`src/rtl/pbb_pkg.sv`:
```
// ----------------------------------------------------------------------------
// pbb_pkg
// Types and constants shared by the projected box bounds modules.
// ----------------------------------------------------------------------------
package pbb_pkg;

  localparam int unsigned CORNERS = 8;
  localparam int unsigned CNT_W   = 3;

  typedef enum logic [2:0] {
    CFG_ROW_X_LO    = 3'd0,
    CFG_ROW_X_HI    = 3'd1,
    CFG_ROW_Y_LO    = 3'd2,
    CFG_ROW_Y_HI    = 3'd3,
    CFG_ROW_W_LO    = 3'd4,
    CFG_ROW_W_HI    = 3'd5,
    CFG_SCREEN_W    = 3'd6,
    CFG_SCREEN_H    = 3'd7
  } cfg_idx_e;

  typedef struct packed {
    logic signed [31:0] origin_x;
    logic signed [31:0] origin_y;
    logic signed [31:0] origin_z;
    logic signed [31:0] min_off_x;
    logic signed [31:0] min_off_y;
    logic signed [31:0] min_off_z;
    logic signed [31:0] max_off_x;
    logic signed [31:0] max_off_y;
    logic signed [31:0] max_off_z;
  } pbb_in_t;

  typedef struct packed {
    logic               valid_res;
    logic signed [15:0] box_left;
    logic signed [15:0] box_top;
    logic [14:0]        box_width;
    logic [14:0]        box_height;
  } pbb_out_t;

  typedef struct packed {
    logic signed [31:0] m3;
    logic signed [31:0] m2;
    logic signed [31:0] m1;
    logic signed [31:0] m0;
  } pbb_row_t;

  typedef struct packed {
    pbb_row_t    row_x;
    pbb_row_t    row_y;
    pbb_row_t    row_w;
    logic [13:0] scr_w;
    logic [13:0] scr_h;
  } pbb_cfg_t;

  typedef struct packed {
    logic signed [31:0] x;
    logic signed [31:0] y;
    logic signed [31:0] z;
  } pbb_point_t;

  // travels with each corner down the pipe
  typedef struct packed {
    logic valid;
    logic first;
    logic last;
  } pbb_tag_t;

endpackage

```
`src/rtl/pbb_acc.sv`:
```
// ----------------------------------------------------------------------------
// pbb_acc
// Screen mapping, running min/max over the corners and the result register.
// ----------------------------------------------------------------------------
module pbb_acc #(
  parameter int unsigned FRAC_BITS = 16
) (
  input  logic               clk_i,
  input  logic               rst_ni,
  input  logic [13:0]        scr_w_i,
  input  logic [13:0]        scr_h_i,
  input  logic signed [31:0] nx_i,
  input  logic signed [31:0] ny_i,
  input  logic               bad_i,
  input  pbb_pkg::pbb_tag_t  tag_i,
  output logic               en_o,
  output logic               out_valid_o,
  input  logic               out_ready_i,
  output pbb_pkg::pbb_out_t  out_data_o
);
  import pbb_pkg::*;

  localparam int unsigned PW = 50;
  localparam logic signed [33:0]   ONE    = 34'(2 ** FRAC_BITS);
  localparam logic signed [PW-1:0] UNIT_M1 = PW'(2 ** (FRAC_BITS + 1) - 1);

  function automatic logic signed [PW-1:0] trunc_div(logic signed [PW-1:0] v);
    if (v < 0) begin
      return (v + UNIT_M1) >>> (FRAC_BITS + 1);
    end
    return v >>> (FRAC_BITS + 1);
  endfunction

  function automatic logic signed [15:0] sat16(logic signed [PW-1:0] v);
    if (v > PW'(32767)) begin
      return 16'sh7FFF;
    end else if (v < -(PW'(32768))) begin
      return 16'sh8000;
    end
    return v[15:0];
  endfunction

  function automatic logic [14:0] sat15(logic signed [PW-1:0] v);
    return (v > PW'(32767)) ? 15'h7FFF : v[14:0];
  endfunction

  logic signed [33:0]   ax, ay;
  logic signed [PW-1:0] sx_q, sy_q;
  logic                 bad_s_q;
  pbb_tag_t             tag_s_q;

  logic signed [PW-1:0] minx_q, maxx_q, miny_q, maxy_q;
  logic signed [PW-1:0] minx_d, maxx_d, miny_d, maxy_d;
  logic                 ok_q, ok_d;

  logic signed [PW-1:0] fminx_q, fmaxx_q, fminy_q, fmaxy_q;
  logic                 fok_q, fin_v_q;

  logic                 out_v_q;
  pbb_out_t             out_q, out_d;

  assign en_o = !out_v_q || out_ready_i;
  assign ax   = 34'(nx_i) + ONE;
  assign ay   = ONE - 34'(ny_i);

  // running bounds, the first corner of a box restarts them
  always_comb begin
    if (tag_s_q.first) begin
      minx_d = sx_q;
      maxx_d = sx_q;
      miny_d = sy_q;
      maxy_d = sy_q;
      ok_d   = !bad_s_q;
    end else begin
      minx_d = (sx_q < minx_q) ? sx_q : minx_q;
      maxx_d = (sx_q > maxx_q) ? sx_q : maxx_q;
      miny_d = (sy_q < miny_q) ? sy_q : miny_q;
      maxy_d = (sy_q > maxy_q) ? sy_q : maxy_q;
      ok_d   = ok_q && !bad_s_q;
    end
  end

  always_comb begin
    out_d = '0;
    if (fok_q) begin
      out_d.valid_res  = 1'b1;
      out_d.box_left   = sat16(trunc_div(fminx_q));
      out_d.box_top    = sat16(trunc_div(fminy_q));
      out_d.box_width  = sat15(trunc_div(fmaxx_q - fminx_q));
      out_d.box_height = sat15(trunc_div(fmaxy_q - fminy_q));
    end
  end

  always_ff @(posedge clk_i or negedge rst_ni) begin
    if (!rst_ni) begin
      tag_s_q <= '0;
      fin_v_q <= 1'b0;
      out_v_q <= 1'b0;
    end else if (en_o) begin
      tag_s_q <= tag_i;
      fin_v_q <= tag_s_q.valid && tag_s_q.last;
      out_v_q <= fin_v_q;
    end
  end

  always_ff @(posedge clk_i) begin
    if (en_o) begin
      sx_q    <= PW'($signed({1'b0, scr_w_i})) * PW'(ax);
      sy_q    <= PW'($signed({1'b0, scr_h_i})) * PW'(ay);
      bad_s_q <= bad_i;
      if (tag_s_q.valid) begin
        minx_q <= minx_d;
        maxx_q <= maxx_d;
        miny_q <= miny_d;
        maxy_q <= maxy_d;
        ok_q   <= ok_d;
      end
      if (tag_s_q.valid && tag_s_q.last) begin
        fminx_q <= minx_d;
        fmaxx_q <= maxx_d;
        fminy_q <= miny_d;
        fmaxy_q <= maxy_d;
        fok_q   <= ok_d;
      end
      if (fin_v_q) begin
        out_q <= out_d;
      end
    end
  end

  assign out_valid_o = out_v_q;
  assign out_data_o  = out_q;

endmodule

```
`config.mk`:
```
export PLATFORM = sky130hd
export DESIGN_NAME = pbb_acc
export DESIGN_NICKNAME = d
export VERILOG_FILES = /design/src/rtl/pbb_pkg.sv /design/src/rtl/pbb_acc.sv
export SDC_FILE = /design/constraint.sdc
export NUM_CORES = 2
export LEC_CHECK = 0
export BUFFER_PORTS_ARGS = -buffer_cell sky130_fd_sc_hd__buf_4
export CAP_MARGIN = 30
export CORE_MARGIN = 2
export CORE_UTILIZATION = 40
export CTS_CLUSTER_SIZE = 16
export DETAILED_ROUTE_END_ITERATION = 8
export REMOVE_ABC_BUFFERS = 1
export SYNTH_ARGS = -nofsm -noshare
export SYNTH_HDL_FRONTEND = slang
export SYNTH_SLANG_ARGS = --single-unit
```
`constraint.sdc`:
```
create_clock -name clk_i -period 10.1 [get_ports clk_i]
set_clock_uncertainty 0.1 [all_clocks]
set_input_delay 2.02 -clock clk_i [delete_from_list [all_inputs] [get_ports clk_i]]
set_output_delay 2.02 -clock clk_i [all_outputs]
set_load 0.05 [all_outputs]
```
==> summary.txt <==
Worst setup path
  – Critical path's slowest cell: or4_4
  – Setup CP Type: input port to flop
  – CP arrival: 10.07 ns
  – Worst setup SP type: input port
  – Most used cell, CP: fa_1
  – Crit-path max FO: 3
  – Worst EP required: 10.40 ns
  – Critical path's largest stage delay: 0.55 ns
  – Worst Setup End Kind: flop

Synth
  – Area contributors post-synth: fa_1, edfxtp_1, ha_1, inv_1, and2_1
  – Largest area contributor in the netlist: fa_1
  – Synth Register Bits: roughly 570
  – Synth Flop Type: edfxtp_1
  – Seq/Total Area, Yosys: about 25%
  – Yosys warns: 0
  – Post-synth EDFFs: ~560
  – Syn Std Cell Area: around 0.067 mm2
  – Post-synthesis area per instance: between 9 and 10 um2
  – Unique masters post-synth: 110
  – Post-synthesis cell count: about 6.7k
  – Top-area cell type share of the netlist area: 25.4%
  – Ys async rst share: less than 1%

CTS
  – CTS clk-pin slew, worst paths: 0.07 ns
  – Bufs on Longest Clock Path: 3
  – Num CTS Buffers: 56
  – Clock sink count: roughly 570
  – CTS tree: yes
  – CTS HTree Levels: 2
  – Root Driver: clkbuf_16
  – Worst-Skew Late Latency: 0.65 ns

Floorplan
  – Total Die Area: 0.170 mm2
  – Die Wd: 413 um
  – Die Span Y: about 410 um
  – IO Count: 164
  – Core region area: 0.165 mm2
  – Row cnt: between 100 and 150
  – Starting density of the core: between 40% and 50%

Timing
  – Setup total negative slack: 0 ns
  – Post-route clock period utilization: a little over nine tenths
  – Slew Limit Fails: 0
  – Final min period: between 9 and 10 ns
  – RSZ-0062 raised after global routing: yes
  – Final Hold Vio Count: 0
  – Slew @ Worst Pin: between 0.9 and 1 ns
  – Relative slew slack: between 30% and 40%
  – Final setup violation count: 0
  – Final worst slack: about 0.32 ns
  – Max Freq: between 0.1 and 0.15 GHz

Placement
  – DPL Wire Length: approximately 130,000 um
  – Dpl ws: -0.988 ns
  – GP Congestion: ~0.9
  – PortBufs: 163
  – Placed Area: 0.0715 mm2

Finish
  – Most common cell after layout, fill and taps aside: inv_1
  – Final net count: about 8.4k
  – Layout cells sized above 1: approximately 12%
  – Area grow syn2layout: 10.8%
  – Fillers: ~16k
  – Register area: about 0.017 mm2
  – Final Core Density: about 45%
  – N_diodes: 0
  – Area of the multi-input gates: 0.0447 mm2
  – Most frequent cells in the layout: inv_1, fa_1, nand2_1
  – Final instance area: 0.0740 mm2

Run status
  – Status: finished, final reports clean

Route
  – ANT nets after route: 0
  – Drt wl/cell: ~18 um
  – DRT iter0 DRCs: between 3k and 4k
  – Via/cell ratio: 5.18
  – Final wirelength: between 150,000 and 200,000 um
  – Vias: about 47k
  – DRC: 0
  – DR pass1 iterations: 6

GRT
  – Initial antenna violation count: 6
  – Total GRT Usage: between 10% and 20%
  – Vias in the first global route: around 49k
  – First-pass GRT wire length: around 270,000 um
  – Overflow after GRT: 0
  – Largest net degree at the start of global routing: just under 80

Run
  – # Max-Cap Violations: 0

Hold path
  – Hold WC Path Type: flop to flop
==> state kept, by name (all words and copies together), names as in the netlist <==
register / flops
ok_q: 1
fok_q: 1
tag_s_q: 3
sy_q: 48
fminx_q: 50
out_valid_o: 1
minx_q: 50
maxy_q: 50
sx_q: 48
fmaxx_q: 50
miny_q: 50
bad_s_q: 1
out_data_o: 63
maxx_q: 50
fmaxy_q: 50
fin_v_q: 1
fminy_q: 50
==> cell type report <==
class / instances / share of cell area (%)
flip-flops and latches: 567 / 23.0
multi-input cells: 4703 / 60.4
clock inverters: 46 / 0.837
well taps: 2189 / 3.70
repair buffers: 393 / 4.06
clock buffers: 59 / 1.94
inverters: 1198 / 6.08
==> layer usage <==
metal	share of wire [%]	GRT usage [%]
met3	5.9	2.69
met4	2.1	4.31
met1	50	30.2
met5	0.026	0
met2	42	29.2
==> timing repair <==
action                                  4_1_cts  5_1_grt
gates resized for setup                       7       70
pin swaps                                     0       33
setup buffers                                 0        4
endpoints found under the setup margin        7       10
hold buffers                                  0        0
==> cells by family (layout without fill, tap and decap cells) <==
| kind of cell | Yosys count | after routing | synth area share (%) |
|---|---|---|---|
| buffers and inverters | 1444 | 1696 | 8.20 |
| flip-flops | 567 | 567 | 25.5 |
| multiplexers | 227 | 227 | 3.79 |
| AND/OR/NAND/NOR | 1951 | 1951 | 15.1 |
| adder cells (fa/ha/maj) | 1362 | 1362 | 35.0 |
| XOR/XNOR | 256 | 256 | 3.39 |
| AO/OA/AOI/OAI | 907 | 907 | 9.03 |
==> through the flow <==
| stage | hold WS [ns] | std cells |
|---|---|---|
| 2_1_floorplan | 0.331 | 6468 |
| 3_3_place_gp | 0.354 | 9042 |
| 3_5_place_dp | 0.365 | 9045 |
| 4_1_cts | 0.382 | 9150 |
| 5_1_grt | 0.406 | 9155 |
| 6_report | 0.384 | 9155 |
==> worst max-delay path, delay by kind of cell <==
family / cells / cell delay [ns]
adders and majority gates: 7 / 3.25
AOI/OAI and AO/OA: 5 / 1.05
xor gates and xnor gates: 2 / 0.25
and+or+nand+nor: 9 / 2.82
buffers and inverters: 8 / 0.68
==> synthesized netlist by cell type (13+ instances only) <==
master,instances
inv_1,1198
fa_1,846
nand2_1,623
edfxtp_1,562
ha_1,516
and2_1,511
a21oi_1,279
nor2_1,255
mux2_2,209
clkbuf_1,202
xnor2_1,182
o21ai_0,148
a21o_1,146
nand4_1,103
nor3_1,74
nand3_1,72
xor2_1,72
nand2b_1,60
nor2b_1,58
o21a_1,54
nor4_1,41
and3_1,40
a31oi_1,32
o21bai_1,28
buf_2,25
o211ai_1,25
a211oi_1,19
or3_1,19
mux2i_1,18
o31ai_1,16
o31a_1,13
==> final timing paths <==
check / slack [ns] / from / cells past startpoint / to
setup / recovery: 0.32 / ny_i[8] / 31 / sy_q[45]
hold / removal: 0.38 / fin_v_q / 2 / out_valid_o
setup reg to reg: 4.30 / fminx_q[0] / 16 / out_data_o[15]
hold reg to reg: 0.38 / fin_v_q / 2 / out_valid_o
max in group asynchronous: 8.72 / rst_ni / 1 / fin_v_q
min in group asynchronous: 1.07 / rst_ni / 1 / tag_s_q[2]
Power is not shown: default switching activity piles up to over one toggle a cycle in this logic, so the estimate is an artifact.
