### config.mk
export PLATFORM = sky130hd
export DESIGN_NAME = pbb_corner_seq
export DESIGN_NICKNAME = d
export VERILOG_FILES = /design/src/rtl/pbb_pkg.sv /design/src/rtl/pbb_corner_seq.sv
export SDC_FILE = /design/constraint.sdc
export NUM_CORES = 1
export LEC_CHECK = 0
export BUFFER_PORTS_ARGS = -buffer_cell sky130_fd_sc_hd__buf_2
export CAP_MARGIN = 10
export CORE_UTILIZATION = 40
export CTS_CLUSTER_DIAMETER = 50
export CTS_CLUSTER_SIZE = 8
export DETAILED_ROUTE_END_ITERATION = 10
export GPL_TIMING_DRIVEN = 0
export SETUP_SLACK_MARGIN = 0.1
export SKIP_CTS_REPAIR_TIMING = 1
export SYNTH_ARGS = -nofsm -noshare
export SYNTH_HDL_FRONTEND = slang
export SYNTH_SLANG_ARGS = --single-unit
### constraint.sdc
create_clock -name clk_i -period 6.1 [get_ports clk_i]
set_input_delay 0.915 -clock clk_i [delete_from_list [all_inputs] [get_ports clk_i]]
set_output_delay 0.915 -clock clk_i [all_outputs]
set_load 0.01 [all_outputs]
### src/rtl/pbb_pkg.sv
// ----------------------------------------------------------------------------
// pbb_pkg
// Types and constants shared by the projected box bounds modules.
// ----------------------------------------------------------------------------
package pbb_pkg;

  localparam int unsigned CORNERS = 8;
  localparam int unsigned CNT_W   = 3;

  typedef enum logic [2:0] {
    CFG_ROW_X_LO    = 3'd0,
    CFG_ROW_X_HI    = 3'd1,
    CFG_ROW_Y_LO    = 3'd2,
    CFG_ROW_Y_HI    = 3'd3,
    CFG_ROW_W_LO    = 3'd4,
    CFG_ROW_W_HI    = 3'd5,
    CFG_SCREEN_W    = 3'd6,
    CFG_SCREEN_H    = 3'd7
  } cfg_idx_e;

  typedef struct packed {
    logic signed [31:0] origin_x;
    logic signed [31:0] origin_y;
    logic signed [31:0] origin_z;
    logic signed [31:0] min_off_x;
    logic signed [31:0] min_off_y;
    logic signed [31:0] min_off_z;
    logic signed [31:0] max_off_x;
    logic signed [31:0] max_off_y;
    logic signed [31:0] max_off_z;
  } pbb_in_t;

  typedef struct packed {
    logic               valid_res;
    logic signed [15:0] box_left;
    logic signed [15:0] box_top;
    logic [14:0]        box_width;
    logic [14:0]        box_height;
  } pbb_out_t;

  typedef struct packed {
    logic signed [31:0] m3;
    logic signed [31:0] m2;
    logic signed [31:0] m1;
    logic signed [31:0] m0;
  } pbb_row_t;

  typedef struct packed {
    pbb_row_t    row_x;
    pbb_row_t    row_y;
    pbb_row_t    row_w;
    logic [13:0] scr_w;
    logic [13:0] scr_h;
  } pbb_cfg_t;

  typedef struct packed {
    logic signed [31:0] x;
    logic signed [31:0] y;
    logic signed [31:0] z;
  } pbb_point_t;

  // travels with each corner down the pipe
  typedef struct packed {
    logic valid;
    logic first;
    logic last;
  } pbb_tag_t;

endpackage

### src/rtl/pbb_corner_seq.sv
// ----------------------------------------------------------------------------
// pbb_corner_seq
// Takes one box word, forms both corners and issues the eight corners.
// ----------------------------------------------------------------------------
module pbb_corner_seq (
  input  logic               clk_i,
  input  logic               rst_ni,
  input  logic               en_i,
  input  logic               in_valid_i,
  output logic               in_ready_o,
  input  pbb_pkg::pbb_in_t   in_data_i,
  output pbb_pkg::pbb_point_t point_o,
  output pbb_pkg::pbb_tag_t   tag_o
);
  import pbb_pkg::*;

  function automatic logic signed [31:0] sat_add(logic signed [31:0] a,
                                                 logic signed [31:0] b);
    logic signed [32:0] s;
    s = 33'(a) + 33'(b);
    if (s[32] != s[31]) begin
      return s[32] ? 32'sh8000_0000 : 32'sh7FFF_FFFF;
    end
    return s[31:0];
  endfunction

  pbb_point_t lo_q, hi_q, point_q;
  pbb_tag_t   tag_q;
  logic [CNT_W-1:0] cnt_q;
  logic       busy_q;
  logic       accept, issue, last_corner;

  assign last_corner = (cnt_q == CNT_W'(CORNERS - 1));
  assign in_ready_o  = en_i && (!busy_q || last_corner);
  assign accept      = in_valid_i && in_ready_o;
  assign issue       = en_i && busy_q;

  always_ff @(posedge clk_i or negedge rst_ni) begin
    if (!rst_ni) begin
      busy_q <= 1'b0;
      cnt_q  <= '0;
      tag_q  <= '0;
    end else if (en_i) begin
      tag_q.valid <= busy_q;
      tag_q.first <= (cnt_q == '0);
      tag_q.last  <= last_corner;
      if (accept) begin
        busy_q <= 1'b1;
        cnt_q  <= '0;
      end else if (issue) begin
        cnt_q  <= cnt_q + CNT_W'(1);
        busy_q <= !last_corner;
      end
    end
  end

  always_ff @(posedge clk_i) begin
    if (accept) begin
      lo_q.x <= sat_add(in_data_i.origin_x, in_data_i.min_off_x);
      lo_q.y <= sat_add(in_data_i.origin_y, in_data_i.min_off_y);
      lo_q.z <= sat_add(in_data_i.origin_z, in_data_i.min_off_z);
      hi_q.x <= sat_add(in_data_i.origin_x, in_data_i.max_off_x);
      hi_q.y <= sat_add(in_data_i.origin_y, in_data_i.max_off_y);
      hi_q.z <= sat_add(in_data_i.origin_z, in_data_i.max_off_z);
    end
    if (issue) begin
      point_q.x <= cnt_q[0] ? hi_q.x : lo_q.x;
      point_q.y <= cnt_q[1] ? hi_q.y : lo_q.y;
      point_q.z <= cnt_q[2] ? hi_q.z : lo_q.z;
    end
  end

  assign point_o = point_q;
  assign tag_o   = tag_q;

endmodule

==> flow_summary.toml, run 1 <==
[sta]
hold_viol_final = 0
skew_ns = 0.02098
max_freq_mhz = 241.3
period_share_pct = 67.95
rsz0062_at_grt = "no"
slew_viol_final = 0
min_period_ns = 4.145
setup_viol = 0
slew_headroom_pct = 41.60
setup_tns_ns = 0
max_slew.worst_pin.slew_ns = 0.8539

[die]
die_h_um = 232.9
die_w_um = 232.9
core_um2 = 52660
boundaryPins = 392
row_count = 84
dieArea_um2 = 54250
start_util_pct = 40.51

[layout]
drive_gt1_share_pct = 25.72
post-route-util_pct = 48.75
fin_nets = 2969
area_delta_synth_final_pct = 20.35
final_cells = 3191
final_common_cell = "buf_2"
layout_common_cells = "408 x buf_2, 288 x edfxtp_1, 227 x a21oi_1"
final_cell_area_um2 = 25670

[min_path]
hold_class = "in -> async"

[drt]
first_pass_iters = 5
drt_iter0_drc = 1106
routedWlPerCell_um = 19.48
wl_um = 62150
vias = 17619
ant_nets = 0
drc = 0
viasPerCell = 5.521

[global_routing]
grt_max_degree = 72
grt_first_pass_wirelength_um = 95150
antenna_found_initial = 6
grt.overflow.total = 0
grt_pass1_vias = 17535
grt_usage_pct = 22.52

[synth]
avgSynthCellArea_um2 = 10.49
async_reset_ff_share_pct = 2.373
syn_nets = 2526
synth_largest_area_cell = "edfxtp_1"
yosys_warnings = 0
synth.yosys.seq_area_share_pct = 41.37
synth_top_area_share_pct = 40.55
ys_ff_latch = 295
synth_area_leaders = "edfxtp_1 41%, ha_1 11%, a21oi_1 5.3%"
syn-instance-count = 2033
yosysUniqueCellTypes = 94
synthFlopType = "edfxtp_1"
synth-edff-count = 288
syn_area_um2 = 21330

[clock_tree]
cts_sinks = 295
clock_path_buffers = 3
clk_transition_reported_paths_ns = 0.05
htreeDepth = 2
cts_buffers = 47
insertion_delay_ns = 0.56
clockRootBuffer = "clkbuf_16"
cts_tree = "done"

[place]
place_inst = 3115
portBuffers = 390
gp_congestion = 0.9591
dp_hpwl_um = 49060
placed_area_um2 = 24260

[setup_path]
cp.required_ns = 6.46
crit_type = "in -> reg"
slowest_stage = "fa_1"
crit_fanout = 10
cp.arrival_ns = 4.51
path_cells = "buf_2 > ha_1 > inv_1 > fa_1 > nor2b_1 > o31a_1 > o32ai_2 > o2111ai_1 > nand4_1 > a31o_2 > o221ai_2 > nor2_1 > a31o_2 > buf_2 > a21oi_1"
path_delay_family = "compound AO/OA/AOI/OAI gates"
critPathMaxStageDelay_ns = 0.41
startpoint_type = "primary input"
cp.buffers_inverters = 3
setup.worst_path.end_class = "register"
timing.rr.start = "cnt_q[0]"
crit_path_start = "in_data_i[224]"

[power]
irDropWorstVdd_mv = 0.1819
power.density_nw_per_um2 = 298.8
leakagePower_nw = 10.68

[flow_run]
cap_violations = 0

[run_status]
outcome = "finished clean"
## registers in the layout, indices dropped and copies added (netlist names)
| name | count |
|---|---|
| point_o | 96 |
| cnt_q | 3 |
| lo_q | 96 |
| busy_q | 1 |
| tag_o | 3 |
| hi_q | 96 |
## cell usage after synthesis (4+ instances only)
| cell type | n |
|---|---|
| buf_1 | 4 |
| or3_1 | 5 |
| fa_1 | 6 |
| xor2_1 | 81 |
| inv_1 | 59 |
| a211oi_1 | 11 |
| a221oi_1 | 4 |
| a21boi_0 | 6 |
| nand3_1 | 28 |
| nand4_1 | 24 |
| a21o_1 | 107 |
| maj3_1 | 4 |
| nor3b_1 | 5 |
| a41o_1 | 4 |
| nor2b_1 | 22 |
| o21ai_2 | 16 |
| nor2_1 | 82 |
| and3_1 | 12 |
| or2_2 | 13 |
| buf_6 | 7 |
| a41oi_1 | 6 |
| o31a_1 | 7 |
| a21oi_1 | 227 |
| o21bai_1 | 19 |
| o21ai_0 | 196 |
| nor3_1 | 17 |
| edfxtp_1 | 288 |
| clkbuf_1 | 43 |
| mux2i_1 | 5 |
| o31ai_1 | 21 |
| xnor2_1 | 87 |
| and2_1 | 13 |
| buf_2 | 18 |
| nand2_1 | 114 |
| mux2_2 | 100 |
| o21ai_1 | 12 |
| nand2b_1 | 30 |
| a31o_2 | 8 |
| o211ai_1 | 9 |
| a31oi_1 | 14 |
| dfrtp_1 | 7 |
| ha_1 | 195 |
| o21a_1 | 25 |
## logic make-up (layout without fill, tap and decap cells)
group / after synthesis / count (layout) / share of synthesized area (%)
AOI/OAI and AO/OA: 744 / 744 / 22.27
xor gates and xnor gates: 169 / 169 / 7.028
adders and majority gates: 205 / 205 / 12.19
buffers and inverters: 133 / 600 / 2.704
DFF: 295 / 295 / 41.37
muxes: 106 / 106 / 5.620
other: 0 / 3 / 0
and+or+nand+nor: 381 / 381 / 8.823
## power breakdown
group          leakage (nW)  total (mW)  switching (mW)  internal, mW
Sequential             2.75        2.73          0.0754          2.65
Clock                 0.680        2.45           0.891          1.56
Combinational          7.25        2.49            1.47          1.02
## per-layer routing
| layer | track usage, % | vias to the layer above | routed length (um) |
|---|---|---|---|
| met1 | 28.03 | 8346 | 26210 |
| met5 | 0 | - | 57 |
| li1 | - | 8625 | - |
| met3 | 5.074 | 100 | 4358 |
| met4 | 7.251 | 8 | 1516 |
| met2 | 38.38 | 540 | 30010 |
## path summary, 6_finish.rpt
| kind | slack [ns] | endpoint | cells after the start |
|---|---|---|---|
| worst max-delay path | 1.95 | lo_q[55] | 15 |
| worst min-delay path | 0.20 | cnt_q[0] | 1 |
| worst max register to register | 3.80 | hi_q[10] | 7 |
| worst min register to register | 0.54 | tag_o[0] | 2 |
| max in group asynchronous | 5.73 | busy_q | 1 |
| min in group clk_i | 0.54 | tag_o[0] | 2 |
## stage by stage
stage	setup WS (ns)	hold slack, ns	total power, mW
6_report	1.955	0.1987	7.671
5_1_grt	1.747	0.1799	8.085
4_1_cts	2.016	0.1642	7.763
3_5_place_dp	1.446	0.5206	5.258
3_3_place_gp	0.7804	0.5135	5.239
2_1_floorplan	1.693	0.4989	4.419
## area by class of cell
type	count	area [um2]
Buffer	74	355.3
Clock buffer	61	1271
Sequential cell	295	8823
Timing Repair Buffer	394	2062
Inverter	59	226.5
Antenna cell	3	7.507
Multi-Input combinational cell	1605	11930
Clock inverter	12	131.4
Tap cell	688	860.8
Fill cell	4935	26990
## worst reg2reg max path, stage by stage (launching register included)
cell and delay (ns):
dfrtp_1 0.34, ha_1 0.15, ha_1 0.19, inv_1 0.05, a21boi_0 0.24, and2_4 0.31
buf_16 0.34, buf_16 0.31
No activity file was read; power rests on OpenSTA's default activity.
==> run 2: changes to the inputs <==
==> constraint.sdc (replaced) <==
create_clock -name clk_i -period 4.1 [get_ports clk_i]
set_input_delay 0.615 -clock clk_i [delete_from_list [all_inputs] [get_ports clk_i]]
set_output_delay 0.615 -clock clk_i [all_outputs]
set_load 0.01 [all_outputs]
==> run 2 against run 1 <==
Compared with the run above: utilization down 0.097 points; cell count barely moved; worst hold slack improved by 0.15 ns; first-iteration DRC count decreased by 8.0%; register-to-register slack worse by 2.3 ns; non-clock buffer count stayed put; sequential power rose by 48%; critical path type unchanged; setup slack worse by 1.7 ns; via count shrank 0.47%; total power grew 47%.
==> flow_summary.toml, run 2 (synthesis results as in run 1) <==
[layout]
area_delta_synth_final_pct = 20.11
fin_nets = 2969
final_cell_area_um2 = 25620
post-route-util_pct = 48.65
fill_cells = 4910
seq_area_um2 = 8823
drive_gt1_share_pct = 25.66
layout_common_cells = "408 x buf_2, 288 x edfxtp_1, 227 x a21oi_1"
final_common_cell = "buf_2"
multi_input_area_um2 = 11940

[sta]
period_share_pct = 93.45
slew_headroom_pct = 36.54
min_period_ns = 3.831
setup_viol = 0
rsz0062_at_grt = "no"
hold_slack_ns = 0.3444
hold_viol_final = 0
skew_ns = 0.01921
slew_viol_final = 0
max_freq_mhz = 261.0
max_slew.worst_pin.slew_ns = 0.9519

[flow_run]
cap_violations = 0

[clock_tree]
cts_tree = "done"
clock_path_buffers = 3
clk_transition_reported_paths_ns = 0.05
cts_sinks = 295
htreeDepth = 2
insertion_delay_ns = 0.56
cts_buffers = 47
clockRootBuffer = "clkbuf_16"

[global_routing]
grt_util_met3_pct = 5.392
grt_usage_pct = 22.53
grt_max_degree = 68
grt_use_met2_pct = 37.86
top_usage_layer = "met2"
grt.overflow.total = 0
grt_first_pass_wirelength_um = 95170
grt_pass1_vias = 17547
use_met1_pct = 27.83
antenna_found_initial = 5

[setup_path]
rr_worst_depth = 6
crit_fanout = 10
setup.worst_path.end_class = "register"
cp.arrival_ns = 4.19
reg2reg_to = "hi_q[10]"
crit_type = "in -> reg"
timing.rr.start = "cnt_q[1]"
startpoint_type = "primary input"
reg2reg_slack_ns = 1.50
cp.required_ns = 4.46

[die]
start_util_pct = 40.51
die_w_um = 232.9
dieArea_um2 = 54250
core_um2 = 52660
row_count = 84
boundaryPins = 392
die_h_um = 232.9

[drt]
wl_um = 61900
drt_iter0_drc = 1017
vias = 17536
drc = 0
first_pass_iters = 5
viasPerCell = 5.490
routedWlPerCell_um = 19.38
ant_nets = 0

[place]
portBuffers = 390
gp_congestion = 0.9429
dp_hpwl_um = 49360
placed_area_um2 = 24230

[power]
irDropWorstVdd_mv = 0.2689
leakagePower_nw = 10.65
power.density_nw_per_um2 = 441.1
power.total_mw = 11.30

[min_path]
hp-start = "in_valid_i"
hold_depth = 2
hold_class = "in -> reg"
min_to = "busy_q"

[run_status]
outcome = "finished clean"
## run 2: stage by stage
step / instances / setup TNS (ns) / setup WS [ns]
2_1_floorplan: 2033 / 0 / 0.8237
3_3_place_gp: 3111 / -60.93 / -0.6047
3_5_place_dp: 3114 / -6.717 / -0.2301
4_1_cts: 3189 / 0 / 0.3498
5_1_grt: 3191 / 0 / 0.1101
6_report: 3194 / 0 / 0.2687
## run 2: critical path: stages
cell and delay, ns:
buf_2 0.11, ha_1 0.19, inv_1 0.07, fa_1 0.41, nor2b_1 0.20, o31a_1 0.24
o32ai_2 0.17, o2111ai_1 0.36, nand4_1 0.22, a31o_2 0.32, o221ai_2 0.34, nor2_1 0.15
a31o_2 0.33, buf_2 0.21, a21oi_1 0.25
## run 2: where the power goes
group | internal (mW) | leakage [nW] | total (mW) | switching, mW
registers | 3.95 | 2.75 | 4.05 | 0.107
logic | 1.52 | 7.25 | 3.70 | 2.18
clock network | 2.22 | 0.656 | 3.55 | 1.32
total | 7.69 | 10.6 | 11.3 | 3.61
## run 2: worst max-delay path by stage
| stage | slack (ns) | start | to | depth (start not counted) |
|---|---|---|---|---|
| 2_1_floorplan | 0.82 | in_data_i[118] | lo_q[12] | 13 |
| 3_3_place_gp | -0.60 | en_i | point_o[13] | 3 |
| 3_5_place_dp | -0.23 | in_data_i[224] | lo_q[55] | 15 |
| 4_1_cts | 0.35 | in_data_i[224] | lo_q[55] | 15 |
| 5_1_grt | 0.11 | in_data_i[0] | hi_q[25] | 15 |
| 6_report | 0.27 | in_data_i[224] | lo_q[55] | 15 |
## run 2: routing by layer
metal,share of wire [%],wire length (um),vias to the layer above
met5,0.071,44,-
met4,3.2,2004,6
met3,7.1,4404,118
met2,47,29340,546
met1,42,26110,8235
li1,-,-,8631
## run 2: area by class of cell
class                           count  area share, %
Antenna cell                        4        0.03907
Sequential cell                   295          34.44
Inverter                           59         0.8742
Clock buffer                       65          4.894
Tap cell                          688          3.360
Multi-Input combinational cell   1605          46.59
Clock inverter                     10         0.4298
Timing Repair Buffer              394          7.980
Buffer                             74          1.387
==> run 3: changes to the inputs <==
--- a/config.mk
+++ b/config.mk
@@ -12,6 +12,7 @@
 export CTS_CLUSTER_SIZE = 8
 export DETAILED_ROUTE_END_ITERATION = 10
 export GPL_TIMING_DRIVEN = 0
+export PLACE_DENSITY = 0.62
 export SETUP_SLACK_MARGIN = 0.1
 export SKIP_CTS_REPAIR_TIMING = 1
 export SYNTH_ARGS = -nofsm -noshare
==> run 3 against run 2 <==
Compared with the run above: sequential cell count did not move; register-to-register slack improved by 0.14 ns; utilization fell by 0.074 points; die area did not move; worst hold slack improved by 0.0023 ns.
==> flow_summary.toml, run 3 (synthesis results as in run 1) <==
[die]
die_w_um = 232.9
dieArea_um2 = 54250
core_um2 = 52660
row_count = 84
die_h_um = 232.9
start_util_pct = 40.51
boundaryPins = 392

[sta]
max_slew.worst_pin.slew_ns = 0.7956
max_freq_mhz = 262.7
min_period_ns = 3.807
slew_headroom_pct = 45.59
rsz0062_at_grt = "no"
hold_slack_ns = 0.3467
slew_viol_final = 0
period_share_pct = 92.85
setup_tns_ns = 0
hold_viol_final = 0
skew_ns = 0.01876
setup_viol = 0

[drt]
first_pass_iters = 5
drt_iter0_drc = 1156
wl_um = 61440
ant_nets = 0
vias = 17535
routedWlPerCell_um = 19.28
viasPerCell = 5.502
drc = 0

[clock_tree]
htreeDepth = 2
clk_transition_reported_paths_ns = 0.05
cts_sinks = 295
clock_path_buffers = 3
insertion_delay_ns = 0.57
cts_buffers = 46
clockRootBuffer = "clkbuf_16"
cts_tree = "done"

[setup_path]
path_cells = "buf_2 > ha_1 > inv_1 > fa_1 > nor2b_1 > o31a_1 > o32ai_2 > o2111ai_1 > nand4_1 > a31o_2 > o221ai_2 > nor2_1 > a31o_2 > buf_2 > a21oi_1"
cp.arrival_ns = 4.17
setup.worst_path.end_class = "register"
crit_fanout = 10
startpoint_type = "primary input"
critPathMaxStageDelay_ns = 0.40
slowest_stage = "fa_1"
crit_type = "in -> reg"
cp.required_ns = 4.47

[place]
dp_hpwl_um = 48790
placed_area_um2 = 24260
portBuffers = 390
gp_congestion = 0.9535

[global_routing]
grt_first_pass_wirelength_um = 93390
grt_max_degree = 64
grt.overflow.total = 0
grt_pass1_vias = 17302
grt_usage_pct = 22.08
antenna_found_initial = 5

[power]
power.density_nw_per_um2 = 436.7
irDropWorstVdd_mv = 0.2942
leakagePower_nw = 10.63

[layout]
area_delta_synth_final_pct = 19.93
fin_nets = 2969
final_common_cell = "buf_2"
layout_common_cells = "408 x buf_2, 288 x edfxtp_1, 227 x a21oi_1"
final_cell_area_um2 = 25580
drive_gt1_share_pct = 25.75

[run_status]
outcome = "finished clean"

[flow_run]
cap_violations = 0

[min_path]
hold_class = "in -> reg"
run 3: cell count changes in the layout (fill, tap and decap cells not counted), sizes merged:
| cell | change |
|---|---|
| buf | +1 |
| clkinv | +1 |
| clkbuf | -10 |
| inv | +1 |
| clkinvlp | -1 |
| diode | +2 |
| bufinv | -1 |
run 3: stage by stage:
| step | power, mW | worst slack, ns | utilization (%) | instances |
|---|---|---|---|---|
| after CTS | 11.29 | 0.4030 | 48.53 | 3180 |
| after floorplan | 6.567 | 0.8237 | - | 2033 |
| after global routing | 11.77 | 0.1512 | 48.55 | 3181 |
| after global placement | 7.768 | -0.6067 | 45.85 | 3111 |
| final | 11.17 | 0.2930 | 48.58 | 3187 |
| after detailed placement | 7.800 | -0.1979 | 46.07 | 3115 |
run 3: layout make-up:
type                            count  area, um2
Clock inverter                     10      102.6
Multi-Input combinational cell   1605      11930
Inverter                           59      224.0
Buffer                             74      355.3
Sequential cell                   295       8823
Antenna cell                        6      15.01
Clock buffer                       55       1195
Tap cell                          688      860.8
Fill cell                        4912      27080
Timing Repair Buffer              395       2072
run 3: routing by layer:
metal / wire length, um / global-route usage [%] / part of all wire [%]
met4: 1743 / 7.455 / 2.8
met1: 26130 / 27.39 / 43
met5: 12 / 0 / 0.020
met3: 4234 / 5.110 / 6.9
met2: 29320 / 37.49 / 48
run 3: critical path: cells and delay by family:
family / cells / cell delay, ns
AO/OA/AOI/OAI: 7 / 2.01
AND/OR/NAND/NOR: 3 / 0.56
buffers and inverters: 3 / 0.38
adder cells (fa/ha/maj): 2 / 0.59
run 3: path summary, 6_finish.rpt:
path,start,endpoint,slack (ns),cells after the start
setup / recovery,in_data_i[224],lo_q[56],0.29,15
hold / removal,in_valid_i,busy_q,0.35,2
setup reg to reg,cnt_q[0],hi_q[2],1.64,7
hold reg to reg,tag_o[1],tag_o[1],0.53,2
max in group asynchronous,rst_ni,busy_q,3.45,2
min in group asynchronous,rst_ni,tag_o[1],0.47,2
run 3: where the power goes:
part           switching, mW  internal, mW
Combinational           2.16          1.53
Clock                   1.33          2.10
Sequential             0.107          3.95
Total                   3.60          7.57
